$ cat config.mk
export PLATFORM = sky130hd
export DESIGN_NAME = bounded_stack_with_value_purge_top_flat
export DESIGN_NICKNAME = d
export VERILOG_FILES = /design/src/design/bsvp_pkg.sv /design/src/design/bsvp_cmd_if.sv /design/src/design/bsvp_rsp_if.sv /design/src/design/bsvp_ctrl.sv /design/src/design/bsvp_dp.sv /design/src/design/bounded_stack_with_value_purge_top.sv /design/src/flat_wrapper.sv
export SDC_FILE = /design/constraint.sdc
export NUM_CORES = 1
export LEC_CHECK = 0
export BUFFER_PORTS_ARGS = -buffer_cell sky130_fd_sc_hd__buf_4
export CELL_PAD_IN_SITES_DETAIL_PLACEMENT = 0
export CELL_PAD_IN_SITES_GLOBAL_PLACEMENT = 1
export CORE_AREA = 4 4 173 342
export CTS_CLUSTER_SIZE = 28
export DETAILED_ROUTE_END_ITERATION = 8
export DIE_AREA = 0 0 177 346
export MAX_ROUTING_LAYER = met4
export PLACE_DENSITY = 0.82
export SLEW_MARGIN = 25
export SYNTH_ARGS = -nofsm -noshare
export SYNTH_HDL_FRONTEND = slang
export SYNTH_SLANG_ARGS = --single-unit
$ cat constraint.sdc
create_clock -name clk -period 4.43 [get_ports clk]
set_input_delay 0.2215 -clock clk [delete_from_list [all_inputs] [get_ports clk]]
set_output_delay 0.2215 -clock clk [all_outputs]
set_load 0.02 [all_outputs]
$ cat src/design/bsvp_pkg.sv
package bsvp_pkg;

  localparam int DEPTH_DEF = 16;
  localparam int WIDTH_DEF = 32;

  localparam int FUNC_W = 2;
  localparam int STAT_W = 2;
  localparam int CFG_W  = 5;

  localparam logic [CFG_W-1:0] MAX_SIZE_RST = 5'd10;

  // Command codes.
  localparam logic [FUNC_W-1:0] FUNC_PUSH  = 2'd0;
  localparam logic [FUNC_W-1:0] FUNC_POP   = 2'd1;
  localparam logic [FUNC_W-1:0] FUNC_CLEAR = 2'd2;
  localparam logic [FUNC_W-1:0] FUNC_PURGE = 2'd3;

  // Result status codes.
  localparam logic [STAT_W-1:0] ST_OK    = 2'd0;
  localparam logic [STAT_W-1:0] ST_EMPTY = 2'd1;
  localparam logic [STAT_W-1:0] ST_FULL  = 2'd2;

  // Commands from the controller to the datapath.
  typedef struct packed {
    logic accept;
    logic pop_fin;
    logic purge_run;
    logic purge_fin;
    logic load;
  } ctl_t;

  // Status from the datapath to the controller.
  typedef struct packed {
    logic empty;
    logic purge_end;
  } sts_t;

endpackage

$ cat src/design/bsvp_cmd_if.sv
interface bsvp_cmd_if #(
  parameter int W = bsvp_pkg::WIDTH_DEF
) ();
  logic                       valid;
  logic                       ready;
  logic [bsvp_pkg::FUNC_W-1:0] func;
  logic signed [W-1:0]        value;

  modport source (output valid, output func, output value, input ready);
  modport sink (input valid, input func, input value, output ready);
endinterface

$ cat src/design/bsvp_rsp_if.sv
interface bsvp_rsp_if #(
  parameter int W  = bsvp_pkg::WIDTH_DEF,
  parameter int CW = $clog2(bsvp_pkg::DEPTH_DEF + 1)
) ();
  logic                        valid;
  logic                        ready;
  logic [bsvp_pkg::STAT_W-1:0] status;
  logic signed [W-1:0]         popped_value;
  logic [CW-1:0]               count;
  logic                        is_full;

  modport source (output valid, output status, output popped_value, output count,
                  output is_full, input ready);
  modport sink (input valid, input status, input popped_value, input count,
                input is_full, output ready);
endinterface

$ cat src/design/bsvp_ctrl.sv
module bsvp_ctrl (
  input  logic                        clk,
  input  logic                        rst,
  input  logic                        in_valid,
  input  logic [bsvp_pkg::FUNC_W-1:0] in_func,
  output logic                        in_ready,
  output logic                        out_valid,
  input  logic                        out_ready,
  output bsvp_pkg::ctl_t              ctl,
  input  bsvp_pkg::sts_t              sts
);

  typedef enum logic [1:0] {
    S_IDLE,
    S_POP,
    S_PURGE
  } state_t;

  state_t state;
  logic   accept;

  always_comb begin
    in_ready      = (state == S_IDLE) && (!out_valid || out_ready);
    accept        = in_valid && in_ready;
    ctl.accept    = accept;
    ctl.pop_fin   = (state == S_POP);
    ctl.purge_run = (state == S_PURGE);
    ctl.purge_fin = (state == S_PURGE) && sts.purge_end;
    // Push, clear and a pop on an empty stack finish at the accept edge.
    ctl.load = (accept && ((in_func == bsvp_pkg::FUNC_PUSH) ||
                           (in_func == bsvp_pkg::FUNC_CLEAR) ||
                           ((in_func == bsvp_pkg::FUNC_POP) && sts.empty)))
               || ctl.pop_fin || ctl.purge_fin;
  end

  always_ff @(posedge clk) begin
    if (rst) begin
      state     <= S_IDLE;
      out_valid <= 1'b0;
    end else begin
      case (state)
        S_IDLE: begin
          if (accept && (in_func == bsvp_pkg::FUNC_POP) && !sts.empty) begin
            state <= S_POP;
          end else if (accept && (in_func == bsvp_pkg::FUNC_PURGE)) begin
            state <= S_PURGE;
          end
        end
        S_POP: begin
          state <= S_IDLE;
        end
        S_PURGE: begin
          if (sts.purge_end) begin
            state <= S_IDLE;
          end
        end
        default: begin
          state <= S_IDLE;
        end
      endcase
      if (ctl.load) begin
        out_valid <= 1'b1;
      end else if (out_ready) begin
        out_valid <= 1'b0;
      end
    end
  end

endmodule

$ cat src/design/bsvp_dp.sv
module bsvp_dp #(
  parameter int DEPTH = bsvp_pkg::DEPTH_DEF,
  parameter int WIDTH = bsvp_pkg::WIDTH_DEF
) (
  input  logic                               clk,
  input  logic                               rst,
  input  logic                               cfg_wr_en,
  input  logic [bsvp_pkg::CFG_W-1:0]         cfg_wr_data,
  input  bsvp_pkg::ctl_t                     ctl,
  output bsvp_pkg::sts_t                     sts,
  input  logic [bsvp_pkg::FUNC_W-1:0]        in_func,
  input  logic signed [WIDTH-1:0]            in_value,
  output logic [bsvp_pkg::STAT_W-1:0]        res_status,
  output logic signed [WIDTH-1:0]            res_popped,
  output logic [$clog2(DEPTH + 1)-1:0]       res_count,
  output logic                               res_full
);

  localparam int AW    = $clog2(DEPTH);
  localparam int CNT_W = $clog2(DEPTH + 1);
  localparam int LW    = (CNT_W > bsvp_pkg::CFG_W) ? CNT_W : bsvp_pkg::CFG_W;

  logic [WIDTH-1:0]           mem [DEPTH];
  logic [bsvp_pkg::CFG_W-1:0] max_size;
  logic [CNT_W-1:0]           count;
  logic [CNT_W-1:0]           count_next;
  logic [CNT_W-1:0]           cnt_dec;
  logic [CNT_W-1:0]           lim;
  logic [CNT_W-1:0]           rd;
  logic [CNT_W-1:0]           wr;
  logic                       pend;
  logic [WIDTH-1:0]           pval;
  logic [WIDTH-1:0]           rdata;
  logic                       full;
  logic                       empty;
  logic                       rd_more;
  logic                       we;
  logic [AW-1:0]              wa;
  logic [WIDTH-1:0]           wd;
  logic                       re;
  logic [AW-1:0]              ra;
  logic                       keep;
  logic [bsvp_pkg::STAT_W-1:0] stat_calc;

  always_comb begin
    // A limit above the physical depth acts as the depth.
    if (LW'(max_size) > LW'(DEPTH)) begin
      lim = CNT_W'(DEPTH);
    end else begin
      lim = CNT_W'(max_size);
    end
    full    = (count >= lim);
    empty   = (count == '0);
    cnt_dec = count - 1'b1;
    rd_more = (rd < count);
    keep    = pend && (rdata != pval);

    sts.empty     = empty;
    sts.purge_end = !rd_more && !pend;

    count_next = count;
    stat_calc  = bsvp_pkg::ST_OK;
    if (ctl.accept) begin
      case (in_func)
        bsvp_pkg::FUNC_PUSH: begin
          if (full) begin
            stat_calc = bsvp_pkg::ST_FULL;
          end else begin
            count_next = count + 1'b1;
          end
        end
        bsvp_pkg::FUNC_POP: begin
          if (empty) begin
            stat_calc = bsvp_pkg::ST_EMPTY;
          end else begin
            count_next = cnt_dec;
          end
        end
        bsvp_pkg::FUNC_CLEAR: begin
          count_next = '0;
        end
        default: begin
          count_next = count;
        end
      endcase
    end
    if (ctl.purge_fin) begin
      count_next = wr;
    end

    we = 1'b0;
    wa = count[AW-1:0];
    wd = in_value;
    if (ctl.accept && (in_func == bsvp_pkg::FUNC_PUSH) && !full) begin
      we = 1'b1;
    end else if (ctl.purge_run && keep) begin
      we = 1'b1;
      wa = wr[AW-1:0];
      wd = rdata;
    end

    re = 1'b0;
    ra = cnt_dec[AW-1:0];
    if (ctl.accept && (in_func == bsvp_pkg::FUNC_POP) && !empty) begin
      re = 1'b1;
    end else if (ctl.purge_run && rd_more) begin
      re = 1'b1;
      ra = rd[AW-1:0];
    end
  end

  always_ff @(posedge clk) begin
    if (we) begin
      mem[wa] <= wd;
    end
    if (re) begin
      rdata <= mem[ra];
    end
  end

  always_ff @(posedge clk) begin
    if (rst) begin
      max_size <= bsvp_pkg::MAX_SIZE_RST;
      count    <= '0;
      rd       <= '0;
      wr       <= '0;
      pend     <= 1'b0;
    end else begin
      if (cfg_wr_en) begin
        max_size <= cfg_wr_data;
      end
      count <= count_next;
      if (ctl.accept && (in_func == bsvp_pkg::FUNC_PURGE)) begin
        rd   <= '0;
        wr   <= '0;
        pend <= 1'b0;
      end else if (ctl.purge_run) begin
        if (rd_more) begin
          rd <= rd + 1'b1;
        end
        pend <= rd_more;
        if (keep) begin
          wr <= wr + 1'b1;
        end
      end
    end
  end

  always_ff @(posedge clk) begin
    if (ctl.accept && (in_func == bsvp_pkg::FUNC_PURGE)) begin
      pval <= in_value;
    end
    if (ctl.load) begin
      res_status <= stat_calc;
      res_popped <= ctl.pop_fin ? rdata : '0;
      res_count  <= count_next;
      res_full   <= (count_next >= lim);
    end
  end

endmodule

$ cat src/design/bounded_stack_with_value_purge_top.sv
// Bounded LIFO stack of signed words with a purge-by-value command.
// Requests arrive on the cmd channel (valid/ready, fields func and value):
// push, pop, clear, or purge every entry equal to value. Every request yields
// exactly one result on the res channel with a status, the popped value, the
// entry count after the request and a full flag.
// The limit register is written through cfg_wr_en/cfg_wr_data; the user must
// write it only while the block is idle, which the block itself does not
// enforce. A limit above DEPTH acts as DEPTH. Push, clear and a pop on an
// empty stack load the result register at the acceptance edge. A pop passes
// through state S_POP for the registered read of the entry memory; a purge
// stays in S_PURGE and walks the entries through the single read port of
// the entry memory, one entry per cycle, compacting the survivors in place.
// One request is in flight at a time; the next request is taken in the cycle
// its predecessor's result leaves the output register, so a push or clear
// stream sustains one request per cycle when the receiver keeps ready high.
// When the receiver stalls, the result holds in the output register and cmd
// ready stays low until it is taken.
// Reset empties the stack and sets the limit to ten. Entry contents are not
// cleared; only entries below the count are ever read.
module bounded_stack_with_value_purge_top #(
  parameter int DEPTH = bsvp_pkg::DEPTH_DEF,
  parameter int WIDTH = bsvp_pkg::WIDTH_DEF
) (
  input  logic                       clk,
  input  logic                       rst,
  input  logic                       cfg_wr_en,
  input  logic [bsvp_pkg::CFG_W-1:0] cfg_wr_data,
  bsvp_cmd_if.sink                   cmd,
  bsvp_rsp_if.source                 res
);

  localparam int CNT_W = $clog2(DEPTH + 1);

  bsvp_pkg::ctl_t ctl;
  bsvp_pkg::sts_t sts;

  // The controller sequences each request and owns the handshake flags.
  bsvp_ctrl u_ctrl (
    .clk       (clk),
    .rst       (rst),
    .in_valid  (cmd.valid),
    .in_func   (cmd.func),
    .in_ready  (cmd.ready),
    .out_valid (res.valid),
    .out_ready (res.ready),
    .ctl       (ctl),
    .sts       (sts)
  );

  // The datapath holds the entry memory, the count, the limit and the result.
  bsvp_dp #(
    .DEPTH (DEPTH),
    .WIDTH (WIDTH)
  ) u_dp (
    .clk         (clk),
    .rst         (rst),
    .cfg_wr_en   (cfg_wr_en),
    .cfg_wr_data (cfg_wr_data),
    .ctl         (ctl),
    .sts         (sts),
    .in_func     (cmd.func),
    .in_value    (cmd.value),
    .res_status  (res.status),
    .res_popped  (res.popped_value),
    .res_count   (res.count),
    .res_full    (res.is_full)
  );

  // The count can never pass the physical depth.
  a_count_bound: assert property (@(posedge clk) disable iff (rst)
    res.valid |-> (res.count <= CNT_W'(DEPTH)))
    else $error("result count exceeds depth");

  // A failed pop only happens on an empty stack.
  a_empty_pop: assert property (@(posedge clk) disable iff (rst)
    (res.valid && (res.status == bsvp_pkg::ST_EMPTY)) |-> (res.count == '0))
    else $error("pop failure reported with entries present");

  // A refused push only happens when the stack is full.
  a_full_push: assert property (@(posedge clk) disable iff (rst)
    (res.valid && (res.status == bsvp_pkg::ST_FULL)) |-> res.is_full)
    else $error("push refused while not full");

  // While a request is being worked on, no new request is taken.
  a_one_inflight: assert property (@(posedge clk) disable iff (rst)
    (ctl.pop_fin || ctl.purge_run) |-> !cmd.ready)
    else $error("request accepted during pop or purge");

endmodule

$ cat src/flat_wrapper.sv
// flat-port wrapper written by rule: the top's interface ports become plain ports
module bounded_stack_with_value_purge_top_flat 
#(
  parameter int DEPTH = bsvp_pkg::DEPTH_DEF,
  parameter int WIDTH = bsvp_pkg::WIDTH_DEF
)
  (clk, rst, cfg_wr_en, cfg_wr_data, cmd_valid, cmd_func, cmd_value, cmd_ready, res_valid, res_status, res_popped_value, res_count, res_is_full, res_ready);
  bsvp_cmd_if cmd_i ();
  bsvp_rsp_if res_i ();
  input  logic clk;
  input  logic rst;
  input  logic cfg_wr_en;
  input  logic [bsvp_pkg::CFG_W-1:0] cfg_wr_data;
  input wire logic [$bits(cmd_i.valid)-1:0] cmd_valid;
  input wire logic [$bits(cmd_i.func)-1:0] cmd_func;
  input wire logic [$bits(cmd_i.value)-1:0] cmd_value;
  output wire logic [$bits(cmd_i.ready)-1:0] cmd_ready;
  output wire logic [$bits(res_i.valid)-1:0] res_valid;
  output wire logic [$bits(res_i.status)-1:0] res_status;
  output wire logic [$bits(res_i.popped_value)-1:0] res_popped_value;
  output wire logic [$bits(res_i.count)-1:0] res_count;
  output wire logic [$bits(res_i.is_full)-1:0] res_is_full;
  input wire logic [$bits(res_i.ready)-1:0] res_ready;
  assign cmd_i.valid = cmd_valid;
  assign cmd_i.func = cmd_func;
  assign cmd_i.value = cmd_value;
  assign cmd_ready = cmd_i.ready;
  assign res_valid = res_i.valid;
  assign res_status = res_i.status;
  assign res_popped_value = res_i.popped_value;
  assign res_count = res_i.count;
  assign res_is_full = res_i.is_full;
  assign res_i.ready = res_ready;
  bounded_stack_with_value_purge_top #(.DEPTH(DEPTH), .WIDTH(WIDTH)) u_core (.clk(clk), .rst(rst), .cfg_wr_en(cfg_wr_en), .cfg_wr_data(cfg_wr_data), .cmd(cmd_i), .res(res_i));
endmodule
==> run summary <==
outcome = completed
register bit total from synthesis = 640
Syn Std Cell Area = 0.0263 mm^2
Worst-Margin Slew = 0.959 ns
fmax = 255 MHz
worst-path maximum fanout = 39
DRC Markers = 0
critical setup path kind = reg -> reg
critical-path cell list = inv_1 > ha_1 > nand2_1 > o211ai_4 > a21o_4 > nand2_4 > buf_4 > a211oi_1 > a311oi_1 > or4_1
pwr/cell area = 451 mW/mm^2
area delta synth->final = 15.5%
average cell area after synthesis = 14.6 um^2
final hold slack = 0.114 ns
asr flop ratio synth = 0
Slew Limit Fails = 0
Clock Tree Root = clkbuf_16
Seq. cell area = 0.0190 mm^2
FF-to-FF path depth = 10
syn_nets = 1,855
Adder-Cell Fraction of Synth Area = 0.00857
worst skew pair latency = 0.60 ns
maximum vdd drop = 0.000287 V
Worst Hold Class = in -> reg
DRT Pass-1 Iters = 5
combinational family with the most area after synthesis = simple AND/OR/NAND/NOR gates
fill cell count = 4,415
Fin. Hold Viols = 0
vias per cell = 6.14
slowest cell delay on critical path = 0.55 ns
WL/cell = 26.3 um
Initial Utilization = 0.465
Crit path max-delay family = compound AO/OA/AOI/OAI gates
Synth Flop Type = edfxtp_1
Port Buffer Count = 85
hold depth = 4
initial DRC count = 1,614
setup_tns = 0 ns
antenna violations before repair = 0
Routability Congestion = 0.907
switching share of total power = 0.265
Post-synth EDFFs = 616
dpl cells = 2,559
hold-fix buffer count after cts = 47
Synth Area in XOR/XNOR = 0.0130
standard-cell rows = 123
total congestion overflow = 0
maxcap violations = 0
RSZ-0062 raised after global routing = false
NetSw = 3.63 mW
number of H-tree levels = 2
Worst-path clk slew = 0.07 ns
CP required = 4.76 ns
Final Skew = 0.0161 ns
Total Routing Usage GR = 0.231
TritonCTS Sinks = 640
post-synthesis mux area share = 0.0149
final setup vio count = 0
pin count of the biggest net entering global routing = 117
worst path bufs/invs = 2
Gate power share = 0.161
# IOs = 86
complex-gate fraction of the synthesized area = 0.105
die width = 177 um
Yosys warnings = 0
hpwl dp = 39.7 mm
critical path depth in cells = 10
net total in the final layout = 1,971
post-synthesis sequential area ratio = 0.723
WL final = 70.9 mm
crit start category = flop
post-route cell area = 0.0303 mm^2
total vias in the final route = 16,500
CTS tree = built
Internal = 10.1 mW
vias in the first global route = 16,600
number of setup buffers added after CTS = 0
synthesized instance count = 1,793
area post-placement = 0.0282 mm^2
critical path's slowest cell = dfxtp_1
layout cells sized above 1 = 0.163
Seq pwr share = 0.504
WP data arrival = 4.25 ns
Leak = 10.1 nW
die area = 0.0612 mm^2
footprint of the multi-input gates = 0.00692 mm^2
area of the core = 0.0565 mm^2
ANT nets after route = 0
Worst slew margin = 0.354
Final Non-Filler Cells = 2,694
CTS Buf Count = 51
power share of the clock group = 0.335
die height = 346 um
ant diodes = 0
Cell variety after synth = 53
crit path time final = 3.92 ns
Synth Area in Simple Gates = 0.110
# resized after CTS = 0
Clock Tree Buf Depth = 3
global-route wire length before repair = 103 mm
crit path capture type = flop
post-route clock period utilization = 0.885
## logic make-up (layout without fill, tap and decap cells)
family / count (synthesis) / after routing
AOI/OAI and AO/OA: 343 / 343
xor gates and xnor gates: 39 / 39
adders and majority gates: 18 / 18
buffers and inverters: 140 / 291
DFF: 640 / 640
muxes: 35 / 35
and+or+nand+nor: 578 / 578
## power groups by stage
| stage | Clock [mW] | Combinational, mW | Sequential, mW |
|---|---|---|---|
| floorplan | 0 | 1.30 | 7.05 |
| global placement | 0 | 2.11 | 7.03 |
| detailed placement | 0 | 2.16 | 7.03 |
| CTS | 4.63 | 2.20 | 6.90 |
| global route | 4.85 | 2.36 | 6.90 |
| finish | 4.58 | 2.21 | 6.90 |
## area by class of cell
cell class | instances | area share
clock buffers | 59 | 0.0445
well taps | 750 | 0.0309
flip-flops and latches | 640 | 0.626
clock inverters | 29 | 0.00994
repair buffers | 190 | 0.0592
inverters | 13 | 0.00161
multi-input cells | 1013 | 0.228
## path summary, 6_finish.rpt
check                                        from                                    to  slack (ns)
setup / recovery  u_core.u_dp.count[1]$_SDFF_PP0_       u_core.u_dp.rdata[27]$_DFFE_PP_        0.51
setup reg to reg  u_core.u_dp.count[1]$_SDFF_PP0_       u_core.u_dp.rdata[27]$_DFFE_PP_        0.51
hold reg to reg    u_core.u_dp.wr[4]$_SDFFE_PP0P_        u_core.u_dp.wr[4]$_SDFFE_PP0P_        0.54
hold / removal                        cmd_func[0]  u_core.u_ctrl.out_valid$_SDFFE_PP0P_        0.11
## flip-flops by register name, summed over array words and instances (netlist names), 2 cells and up
| signal | flops |
|---|---|
| u_core.u_dp.res_status | 2 |
| u_core.u_ctrl.state | 2 |
| u_core.u_dp.max_size | 5 |
| u_core.u_dp.rdata | 32 |
| u_core.u_dp.res_popped | 32 |
| u_core.u_dp.rd | 5 |
| u_core.u_dp.pval | 32 |
| u_core.u_dp.res_count | 5 |
| u_core.u_dp.wr | 5 |
| u_core.u_dp.mem | 512 |
| u_core.u_dp.count | 5 |
## worst reg2reg max path, delay by kind of cell, from the launching register on
kind / cells / cell delay, ns
compound gates: 4 / 1.23
flops: 1 / 0.55
fa+ha+maj: 1 / 0.33
buf+inv: 2 / 0.55
simple gates: 3 / 1.01
## layer usage
metal  vias to the layer above  track usage  wire (um)
li1                       7236            -          -
met1                      8266        0.280      25900
met2                       869        0.397      36400
met3                       162       0.0299       5720
met4                         0       0.0871       2860
met5                         -            -          0
## cells in the final DEF, fill, tap and decap left out, types with 12 or more instances in the layout
| cell | synthesis | layout |
|---|---|---|
| o22ai_4 | 0 | 16 |
| and3_1 | 132 | 132 |
| ha_1 | 18 | 18 |
| nand2_1 | 284 | 282 |
| xnor2_1 | 34 | 34 |
| or4_1 | 32 | 32 |
| buf_4 | 6 | 123 |
| mux2_2 | 32 | 32 |
| nor2_1 | 27 | 26 |
| inv_1 | 13 | 12 |
| and2_1 | 35 | 34 |
| a211oi_2 | 24 | 24 |
| buf_12 | 0 | 20 |
| a21oi_1 | 29 | 26 |
| clkbuf_16 | 0 | 53 |
| a211oi_1 | 107 | 107 |
| dfxtp_1 | 24 | 24 |
| o21ai_0 | 14 | 14 |
| dlygate4sd3_1 | 0 | 47 |
| nand4_1 | 14 | 14 |
| edfxtp_1 | 616 | 616 |
| a311oi_1 | 128 | 128 |
## cells in the mapped netlist (2+ instances only)
library cell	n	area, um^2
o31ai_1	2	15.0
and2_1	35	219
inv_1	13	48.8
or2_2	5	31.3
edfxtp_1	616	18500
nor4_1	4	25.0
a21o_1	2	15.0
nor2_1	27	101
nand4_1	14	87.6
nand3_1	7	35.0
xor2_1	5	43.8
mux2_2	32	360
and3_1	132	826
nor3b_1	4	30.0
a211oi_1	107	803
buf_4	6	45.0
dfxtp_1	24	480
or4_1	32	240
a31oi_1	2	12.5
nor3_1	10	50.1
a211o_1	5	43.8
o22ai_1	19	119
a211oi_2	24	300
xnor2_1	34	298
nand2_1	284	1070
nand2b_1	6	37.5
nor2b_1	12	75.1
buf_2	26	130
mux2i_1	3	30.0
buf_1	6	22.5
ha_1	18	225
a21oi_1	29	145
o21ai_0	14	70.1
buf_6	12	135
a311oi_1	128	1120
clkbuf_1	77	289
## stage by stage
stage                     setup slack (ns)  power, mW   util
after global placement               0.660       9.13  0.499
after detailed placement             0.555       9.19  0.499
final                                0.510       13.7  0.537
after global routing                 0.311       14.1  0.537
after CTS                            0.523       13.7  0.537
after floorplan                      0.226       8.35      -
Note: power is estimated with default switching activity, not from simulation.
